File: config.mk
export PLATFORM = sky130hd
export DESIGN_NAME = weighted_motion_predictor_unit
export DESIGN_NICKNAME = d
export VERILOG_FILES = /design/src/hdl/wmp_pkg.sv /design/src/hdl/wmp_cell.sv /design/src/hdl/wmp_axis.sv /design/src/hdl/weighted_motion_predictor_unit.sv
export SDC_FILE = /design/constraint.sdc
export NUM_CORES = 1
export LEC_CHECK = 0
export BUFFER_PORTS_ARGS = -buffer_cell sky130_fd_sc_hd__buf_2
export CAP_MARGIN = 40
export CORE_AREA = 2 2 312 191
export DETAILED_ROUTE_END_ITERATION = 10
export DIE_AREA = 0 0 314 193
export PLACE_DENSITY = 0.9
export SYNTH_ARGS = -nofsm -noshare
export SYNTH_HDL_FRONTEND = slang
export SYNTH_SLANG_ARGS = --single-unit
File: constraint.sdc
create_clock -name clock -period 14.1 [get_ports clock]
set_input_delay 2.82 -clock clock [delete_from_list [all_inputs] [get_ports clock]]
set_output_delay 2.82 -clock clock [all_outputs]
set_load 0.005 [all_outputs]
File: src/hdl/wmp_pkg.sv
package wmp_pkg;

   localparam int COORD_BITS_DEFAULT = 12;
   localparam int HIST_DEPTH         = 5;
   localparam int COUNT_BITS         = 3;

   // Divisors of the weighted delta sum for two, three, four and five points.
   localparam int DIV_PAIR  = 1;
   localparam int DIV_THREE = 3;
   localparam int DIV_FOUR  = 6;
   localparam int DIV_FIVE  = 10;

   typedef struct packed {
      logic sum_load;
      logic prod_load;
      logic out_load;
   } stage_en_type;

endpackage

File: src/hdl/wmp_cell.sv
module wmp_cell
   import wmp_pkg::*;
#(
   parameter int CENTER_BITS = COORD_BITS_DEFAULT + 1
) (
   input  logic                   clock,
   input  logic                   reset,
   input  logic                   shift,
   input  logic                   flush,
   input  logic [CENTER_BITS-1:0] x_in,
   input  logic [CENTER_BITS-1:0] y_in,
   input  logic                   valid_in,
   output logic [CENTER_BITS-1:0] x_ff,
   output logic [CENTER_BITS-1:0] y_ff,
   output logic                   valid_ff
);

   logic valid_in_gated;

   assign valid_in_gated = valid_in & ~flush;

   always_ff @(posedge clock) begin
      if (reset) begin
         valid_ff <= 1'b0;
      end else if (shift) begin
         valid_ff <= valid_in_gated;
      end
   end

   always_ff @(posedge clock) begin
      if (shift) begin
         x_ff <= x_in;
         y_ff <= y_in;
      end
   end

endmodule

File: src/hdl/wmp_axis.sv
module wmp_axis
   import wmp_pkg::*;
#(
   parameter int CENTER_BITS = COORD_BITS_DEFAULT + 1
) (
   input  logic                     clock,
   input  stage_en_type             stage_en,
   input  logic [CENTER_BITS-1:0]   hist [HIST_DEPTH],
   input  logic [HIST_DEPTH-1:0]    hist_valid,
   input  logic [COUNT_BITS-1:0]    points_cells,
   input  logic [COUNT_BITS-1:0]    points_sum,
   output logic [CENTER_BITS-1:0]   center_ff,
   output logic [CENTER_BITS+1:0]   pred_ff
);

   localparam int SUM_BITS  = CENTER_BITS + 3;
   localparam int MAG_BITS  = CENTER_BITS + 2;
   localparam int NUM_BITS  = CENTER_BITS + 4;
   localparam int SHIFT     = NUM_BITS + 5;
   localparam int PROD_BITS = NUM_BITS + SHIFT;
   localparam int PRED_BITS = CENTER_BITS + 2;

   localparam logic [SHIFT-1:0] RECIP_PAIR  =
      SHIFT'(((64'd1 << SHIFT) + 64'd1) / (64'd2 * DIV_PAIR));
   localparam logic [SHIFT-1:0] RECIP_THREE =
      SHIFT'(((64'd1 << SHIFT) + 64'd5) / (64'd2 * DIV_THREE));
   localparam logic [SHIFT-1:0] RECIP_FOUR  =
      SHIFT'(((64'd1 << SHIFT) + 64'd11) / (64'd2 * DIV_FOUR));
   localparam logic [SHIFT-1:0] RECIP_FIVE  =
      SHIFT'(((64'd1 << SHIFT) + 64'd19) / (64'd2 * DIV_FIVE));

   logic [MAG_BITS-1:0]         older_sum;
   logic [CENTER_BITS+2:0]      newest_scaled;
   logic [COUNT_BITS-1:0]       newest_weight;
   logic signed [SUM_BITS-1:0]  sum_in;
   logic signed [SUM_BITS-1:0]  sum_ff;
   logic [CENTER_BITS-1:0]      h0_sum_ff;

   logic [SUM_BITS-1:0]         sum_abs;
   logic [NUM_BITS-1:0]         divisor;
   logic [SHIFT-1:0]            recip;
   logic [NUM_BITS-1:0]         numer;
   logic [PROD_BITS-1:0]        prod_in;
   logic [PROD_BITS-1:0]        prod_ff;
   logic                        neg_ff;
   logic [CENTER_BITS-1:0]      h0_prod_ff;

   logic [PRED_BITS-1:0]        quot;
   logic [PRED_BITS-1:0]        pred_in;

   // The weighted delta sum telescopes to (n-1) times the newest centre less
   // the older centres still held.
   always_comb begin
      older_sum = '0;
      for (int i = 1; i < HIST_DEPTH; i++) begin
         if (hist_valid[i]) begin
            older_sum = older_sum + MAG_BITS'(hist[i]);
         end
      end
      newest_weight = (points_cells == '0) ? '0 : points_cells - 1'b1;
      newest_scaled = (CENTER_BITS + 3)'(newest_weight) * (CENTER_BITS + 3)'(hist[0]);
      sum_in        = $signed({1'b0, newest_scaled[MAG_BITS-1:0]})
                    - $signed({1'b0, older_sum});
   end

   always_ff @(posedge clock) begin
      if (stage_en.sum_load) begin
         sum_ff    <= sum_in;
         h0_sum_ff <= hist[0];
      end
   end

   always_comb begin
      sum_abs = sum_ff[SUM_BITS-1] ? SUM_BITS'(-sum_ff) : SUM_BITS'(sum_ff);
      case (points_sum)
         3'd3: begin
            divisor = NUM_BITS'(DIV_THREE);
            recip   = RECIP_THREE;
         end
         3'd4: begin
            divisor = NUM_BITS'(DIV_FOUR);
            recip   = RECIP_FOUR;
         end
         3'd5: begin
            divisor = NUM_BITS'(DIV_FIVE);
            recip   = RECIP_FIVE;
         end
         default: begin
            divisor = NUM_BITS'(DIV_PAIR);
            recip   = RECIP_PAIR;
         end
      endcase
      numer   = NUM_BITS'({sum_abs[MAG_BITS-1:0], 1'b0}) + divisor;
      prod_in = PROD_BITS'(numer) * PROD_BITS'(recip);
   end

   always_ff @(posedge clock) begin
      if (stage_en.prod_load) begin
         prod_ff    <= prod_in;
         neg_ff     <= sum_ff[SUM_BITS-1];
         h0_prod_ff <= h0_sum_ff;
      end
   end

   always_comb begin
      quot    = prod_ff[SHIFT+PRED_BITS-1:SHIFT];
      pred_in = {2'b00, h0_prod_ff} + (neg_ff ? -quot : quot);
   end

   always_ff @(posedge clock) begin
      if (stage_en.out_load) begin
         pred_ff   <= pred_in;
         center_ff <= h0_prod_ff;
      end
   end

endmodule

File: src/hdl/weighted_motion_predictor_unit.sv
// Weighted motion predictor for one tracked object.
// A request on the req_ channel carries one frame's bounding box; req_tuser
// set starts a new track and empties the history before the box is stored.
// Each request gives exactly one response on the rsp_ channel with the box
// centre, the predicted next centre and the number of history points used.
// The history is a row of five cells that shift once per accepted request.
// An accepted request passes the history cells, sum, product and output
// registers before its response appears. One request can be accepted in
// every cycle; only when every stage is full does a stalled receiver hold
// req_tready low. The pipeline behind the history cells has a ready chain,
// so requests keep flowing while a response waits and empty stages fill up.
// Reset empties the history and the pipeline at once; there is no clearing
// pass, and requests are accepted in the first cycle after reset.
module weighted_motion_predictor_unit
   import wmp_pkg::*;
#(
   parameter int COORD_BITS = COORD_BITS_DEFAULT
) (
   input  logic clock,
   input  logic reset,
   input  logic req_tvalid,
   output logic req_tready,
   // box_left, box_top, box_width, box_height, zero padding
   input  logic [((4*COORD_BITS+2+7)/8)*8-1:0] req_tdata,
   // new_track
   input  logic req_tuser,
   output logic rsp_tvalid,
   input  logic rsp_tready,
   // center_x, center_y, pred_x, pred_y, points_held, zero padding
   output logic [((4*COORD_BITS+11+7)/8)*8-1:0] rsp_tdata
);

   localparam int CENTER_BITS = COORD_BITS + 1;
   localparam int PRED_BITS   = COORD_BITS + 3;
   localparam int RSP_BITS    = ((4*COORD_BITS+11+7)/8)*8;

   logic [COORD_BITS-1:0]   box_left;
   logic [COORD_BITS-1:0]   box_top;
   logic [COORD_BITS:0]     box_width;
   logic [COORD_BITS:0]     box_height;
   logic [COORD_BITS+1:0]   sum_x;
   logic [COORD_BITS+1:0]   sum_y;
   logic [CENTER_BITS-1:0]  center_x;
   logic [CENTER_BITS-1:0]  center_y;

   logic                    accept;
   logic                    cells_valid_ff;
   logic                    sum_valid_ff;
   logic                    prod_valid_ff;
   logic                    rsp_valid_ff;
   logic                    cells_load;
   stage_en_type            stage_en;

   logic [CENTER_BITS-1:0]  hist_x [HIST_DEPTH];
   logic [CENTER_BITS-1:0]  hist_y [HIST_DEPTH];
   logic [HIST_DEPTH-1:0]   hist_valid;
   logic [CENTER_BITS-1:0]  link_x [HIST_DEPTH];
   logic [CENTER_BITS-1:0]  link_y [HIST_DEPTH];
   logic [HIST_DEPTH-1:0]   link_valid;

   logic [COUNT_BITS-1:0]   points_cells;
   logic [COUNT_BITS-1:0]   points_sum_ff;
   logic [COUNT_BITS-1:0]   points_prod_ff;
   logic [COUNT_BITS-1:0]   points_out_ff;

   logic [CENTER_BITS-1:0]  out_center_x;
   logic [CENTER_BITS-1:0]  out_center_y;
   logic [PRED_BITS-1:0]    out_pred_x;
   logic [PRED_BITS-1:0]    out_pred_y;

   assign box_left   = req_tdata[COORD_BITS-1:0];
   assign box_top    = req_tdata[2*COORD_BITS-1:COORD_BITS];
   assign box_width  = req_tdata[3*COORD_BITS:2*COORD_BITS];
   assign box_height = req_tdata[4*COORD_BITS+1:3*COORD_BITS+1];

   assign sum_x    = {1'b0, box_left, 1'b0} + {1'b0, box_width};
   assign sum_y    = {1'b0, box_top, 1'b0} + {1'b0, box_height};
   assign center_x = sum_x[COORD_BITS+1:1];
   assign center_y = sum_y[COORD_BITS+1:1];

   always_comb begin
      stage_en.out_load  = ~rsp_valid_ff | rsp_tready;
      stage_en.prod_load = ~prod_valid_ff | stage_en.out_load;
      stage_en.sum_load  = ~sum_valid_ff | stage_en.prod_load;
      cells_load         = ~cells_valid_ff | stage_en.sum_load;
   end

   assign req_tready = cells_load;
   assign accept     = req_tvalid & cells_load;

   always_ff @(posedge clock) begin
      if (reset) begin
         cells_valid_ff <= 1'b0;
         sum_valid_ff   <= 1'b0;
         prod_valid_ff  <= 1'b0;
         rsp_valid_ff   <= 1'b0;
      end else begin
         if (cells_load) begin
            cells_valid_ff <= req_tvalid;
         end
         if (stage_en.sum_load) begin
            sum_valid_ff <= cells_valid_ff;
         end
         if (stage_en.prod_load) begin
            prod_valid_ff <= sum_valid_ff;
         end
         if (stage_en.out_load) begin
            rsp_valid_ff <= prod_valid_ff;
         end
      end
   end

   always_comb begin
      link_x[0]     = center_x;
      link_y[0]     = center_y;
      link_valid[0] = 1'b1;
      for (int i = 1; i < HIST_DEPTH; i++) begin
         link_x[i]     = hist_x[i-1];
         link_y[i]     = hist_y[i-1];
         link_valid[i] = hist_valid[i-1];
      end
   end

   for (genvar g = 0; g < HIST_DEPTH; g++) begin : g_cell
      wmp_cell #(
         .CENTER_BITS (CENTER_BITS)
      ) u_cell (
         .clock    (clock),
         .reset    (reset),
         .shift    (accept),
         .flush    (req_tuser && (g != 0)),
         .x_in     (link_x[g]),
         .y_in     (link_y[g]),
         .valid_in (link_valid[g]),
         .x_ff     (hist_x[g]),
         .y_ff     (hist_y[g]),
         .valid_ff (hist_valid[g])
      );
   end

   always_comb begin
      points_cells = '0;
      for (int i = 0; i < HIST_DEPTH; i++) begin
         points_cells = points_cells + COUNT_BITS'(hist_valid[i]);
      end
   end

   always_ff @(posedge clock) begin
      if (stage_en.sum_load) begin
         points_sum_ff <= points_cells;
      end
      if (stage_en.prod_load) begin
         points_prod_ff <= points_sum_ff;
      end
      if (stage_en.out_load) begin
         points_out_ff <= points_prod_ff;
      end
   end

   wmp_axis #(
      .CENTER_BITS (CENTER_BITS)
   ) u_axis_x (
      .clock        (clock),
      .stage_en     (stage_en),
      .hist         (hist_x),
      .hist_valid   (hist_valid),
      .points_cells (points_cells),
      .points_sum   (points_sum_ff),
      .center_ff    (out_center_x),
      .pred_ff      (out_pred_x)
   );

   wmp_axis #(
      .CENTER_BITS (CENTER_BITS)
   ) u_axis_y (
      .clock        (clock),
      .stage_en     (stage_en),
      .hist         (hist_y),
      .hist_valid   (hist_valid),
      .points_cells (points_cells),
      .points_sum   (points_sum_ff),
      .center_ff    (out_center_y),
      .pred_ff      (out_pred_y)
   );

   assign rsp_tvalid = rsp_valid_ff;
   assign rsp_tdata  = RSP_BITS'({points_out_ff, out_pred_y, out_pred_x,
                                  out_center_y, out_center_x});

   a_points_range: assert property (@(posedge clock) disable iff (reset)
      rsp_valid_ff |-> (points_out_ff != '0) && (points_out_ff <= COUNT_BITS'(HIST_DEPTH)))
      else $error("Response carries an impossible point count.");

   a_new_track: assert property (@(posedge clock) disable iff (reset)
      (accept && req_tuser) |=> (hist_valid == HIST_DEPTH'(1)))
      else $error("History not emptied by a new track.");

   a_shift: assert property (@(posedge clock) disable iff (reset)
      (accept && !req_tuser) |=>
         (hist_valid == {$past(hist_valid[HIST_DEPTH-2:0]), 1'b1}))
      else $error("History cells did not shift on a request.");

   a_ready_when_empty: assert property (@(posedge clock) disable iff (reset)
      !rsp_valid_ff |-> req_tready)
      else $error("Request refused while no response is waiting.");

endmodule

==> impl_results.md <==
* Clock Sinks at 320
* Lkg Pwr at 18.7 nW
* Top delay family on crit path: adder cells
* WP buf/inv at 5
* DR vias at 26300
* DRT antenna net count at 0
* WHS at 0.399 ns
* Postcts setup bufs at 0
* Final Max Slew Viols at 0
* Clk_lat worst skew at 0.59 ns
* Adder-cell share of the synthesized area at a little under two fifths
* H-tree Lvls at 1
* Starting Density at slightly above 60%
* Largest family of logic cells by synthesized area: adder cells
* Via/cell ratio at 5.83
* RSZ-0062 raised after global routing: no
* WP data arrival at around 11 ns
* WL final at between 80000 and 90000 um
* Synth Area in XOR/XNOR at 6.19%
* Final Skew at 0.0259 ns
* Crit. End Element: flip-flop
* Largest net degree at the start of global routing at 74
* Ys async rst share at 0%
* IO Pins at 127
* Setup ws final at 3.25 ns
* Hpwl dp at 69700 um
* Layout cells sized above 1 at 7.16%
* Die area at 0.0606 sq mm
* Number of hold buffers added after CTS at 0
* Filler cell count at 4212
* Global-route wire length before repair at 141000 um
* Row cnt at 69
* Congestion Overflow GR at 0
* Startpoint types: flip-flop
* Clock buffer depth at 3
* Top_reg_cell synth: edfxtp_1
* CTS Root Cell: clkbuf_16
* Post-CTS sizing at 0
* Cells taking the most area after synthesis: edfxtp_1 (26%), fa_1 (23%), ha_1 (15%), inv_1 (7.4%), xnor2_1 (4.4%)
* Post-Syn Area at between 0.03 and 0.04 sq mm
* Post-synth EDFFs at 311
* Final Critical Period at between 10 and 15 ns
* Setup WS pre-CTS at 3.44 ns
* Number of global-route vias before repair at 26800
* Worst-margin pin slew at 0.970 ns
* Register area share after synthesis at between 20% and 30%
* Final setup vio count at 0
* Simple-gate share of the synthesized area at 10.9%
* I/O Buffers at approximately 110
* Final TNS setup at 0 ns
* Die span in x at roughly 310 um
* Synth warn at 0
* Pre-antenna DRT Iters at 6
* Hold Crit Class: flip-flop to flip-flop
* DRC viols at 0
* CTS tree: yes
* Placeable core area at approximately 0.058 sq mm
* Worst Path Required at 14.42 ns
* Max-cap violations at 0
* Slowest cell delay on critical path at between 0.9 and 1 ns
* Fmax at a little over 0.09 GHz
* GRT Util Overall at 29.6%
* Initial antenna violation count at 2
* Worst-path clk slew at 0.10 ns
* CP Max Fanout at 29
* Non-Filler Instances at 4509
* Mapped Cells at 3591
* Top cell type's share of synthesized area at approximately a quarter
* Synth Register Bits at 320
* Distinct cells, synth at between 70 and 80
* Pwr/cell area at 104 mW/mm^2
* Final Hold Fails at 0
* Maximum vdd drop at ~0.14 mV
* Placed Cells at 4456
* Avg WL per Cell at 19.2 um
* Sequential cell area at ~0.0095 sq mm
* Iter 0 DRT Violations at about 2600
* RePlAce Congestion at 1.05
* Max_slew headroom at 35.4%
* Cell taking the most area after synthesis: edfxtp_1
* Post-synthesis mux area share at roughly 1.2%
* Nets@finish at 4606
* Critical path's slowest cell: edfxtp_1
* Final Cycle Share at 76.9%
* CP Class: flip-flop to flip-flop
* CP dominant cell by count: fa_1
* Run status: complete, no violations
* Multi-input logic area at 0.0237 sq mm
* CTS Buf Count at 28
* Die H at 193 um
* Post-synthesis compound-gate area fraction at a little under a tenth
* Area grow syn2layout at 7.18%
* Mean Syn Cell Area at 10.0 sq um
-- metrics by stage --
stage	instance area, sq um	power, mW	util, %
CTS	38600	4.00	66.5
finish	38600	4.03	66.5
global route	38600	4.28	66.5
floorplan	36100	2.65	-
global placement	37500	3.04	64.6
detailed placement	37700	3.13	64.8
-- state kept, by name, indices dropped and copies added (netlist names), 5 cells and up --
| signal | count |
|---|---|
| u_axis_y.pred_ff | 15 |
| u_axis_y.h0_prod_ff | 13 |
| u_axis_x.center_ff | 13 |
| u_axis_x.sum_ff | 16 |
| g_cell.u_cell.valid_ff | 5 |
| g_cell.u_cell.x_ff | 65 |
| u_axis_y.prod_ff | 15 |
| u_axis_x.pred_ff | 15 |
| u_axis_y.center_ff | 13 |
| u_axis_y.sum_ff | 16 |
| u_axis_x.h0_sum_ff | 13 |
| u_axis_x.prod_ff | 15 |
| g_cell.u_cell.y_ff | 65 |
| u_axis_x.h0_prod_ff | 13 |
| u_axis_y.h0_sum_ff | 13 |
-- path summary, 6_finish.rpt --
kind,start,end,slack [ns],cells past startpoint
min,points_prod_ff[0]$_DFFE_PP_,points_out_ff[0]$_DFFE_PP_,0.40,0
max reg2reg,points_sum_ff[0]$_DFFE_PP_,u_axis_y.prod_ff[36]$_DFFE_PP_,3.25,32
max,points_sum_ff[0]$_DFFE_PP_,u_axis_y.prod_ff[36]$_DFFE_PP_,3.25,32
min reg2reg,points_prod_ff[0]$_DFFE_PP_,points_out_ff[0]$_DFFE_PP_,0.40,0
-- cell families (layout without fill, tap and decap cells) --
family                   count (synthesis)  in the layout
other                                    2             17
AO/OA/AOI/OAI                          518            518
XOR/XNOR                               254            254
AND/OR/NAND/NOR                        841            841
flip-flops                             320            320
adder cells (fa/ha/maj)                841            841
buffers and inverters                  775            897
multiplexers                            40             40
-- cells in the final DEF (no fill, tap or decap), types with 73 or more instances in the layout --
cell,count
nand2_1,253
nor3_1,73
edfxtp_1,311
inv_1,706
ha_1,418
o21ai_0,137
buf_2,113
a21oi_1,129
nor2_1,243
xnor2_1,183
fa_1,422
-- synth_stat cells (6+ instances only) --
| library cell | number |
|---|---|
| nor3_1 | 73 |
| clkbuf_1 | 56 |
| xnor2_1 | 183 |
| nand2b_1 | 29 |
| nand2_1 | 254 |
| and3_1 | 11 |
| a22oi_1 | 6 |
| nor2_1 | 244 |
| fa_1 | 422 |
| a21oi_1 | 129 |
| mux2i_1 | 8 |
| a21o_1 | 33 |
| ha_1 | 418 |
| o2111ai_1 | 6 |
| mux2_2 | 32 |
| dfxtp_1 | 9 |
| o31ai_1 | 26 |
| a211oi_1 | 15 |
| or3_1 | 31 |
| o21bai_1 | 21 |
| o21a_1 | 27 |
| xor2_1 | 70 |
| or4_1 | 6 |
| nand4_1 | 14 |
| a31oi_1 | 17 |
| inv_1 | 708 |
| nand3_1 | 46 |
| or2_2 | 30 |
| edfxtp_1 | 311 |
| a21boi_0 | 15 |
| o41ai_1 | 21 |
| o211ai_1 | 14 |
| and2_1 | 49 |
| o21ai_0 | 137 |
| o31a_1 | 9 |
| nor2b_1 | 31 |
-- where the power goes --
| group | internal [mW] | switching [mW] |
|---|---|---|
| logic | 0.705 | 0.998 |
| clock network | 0.457 | 0.389 |
| registers | 1.32 | 0.167 |
-- layout make-up --
cell class / instances / share of cell area, %
Antenna cell: 1 / 0.00648
Tap cell: 781 / 2.53
Clock buffer: 29 / 1.88
Sequential cell: 320 / 24.6
Timing Repair Buffer: 135 / 2.08
Multi-Input combinational cell: 2510 / 61.3
Inverter: 710 / 6.90
Clock inverter: 23 / 0.683
-- per-layer routing --
| layer | up-vias | track usage, % | part of all wire (%) |
|---|---|---|---|
| li1 | 12100 | - | - |
| met1 | 12800 | 42.0 | 43 |
| met2 | 1320 | 45.5 | 42 |
| met3 | 131 | 9.84 | 13 |
| met4 | 0 | 4.21 | 1.5 |
| met5 | - | 0 | 0 |
Power figures use the tool's default switching activity.
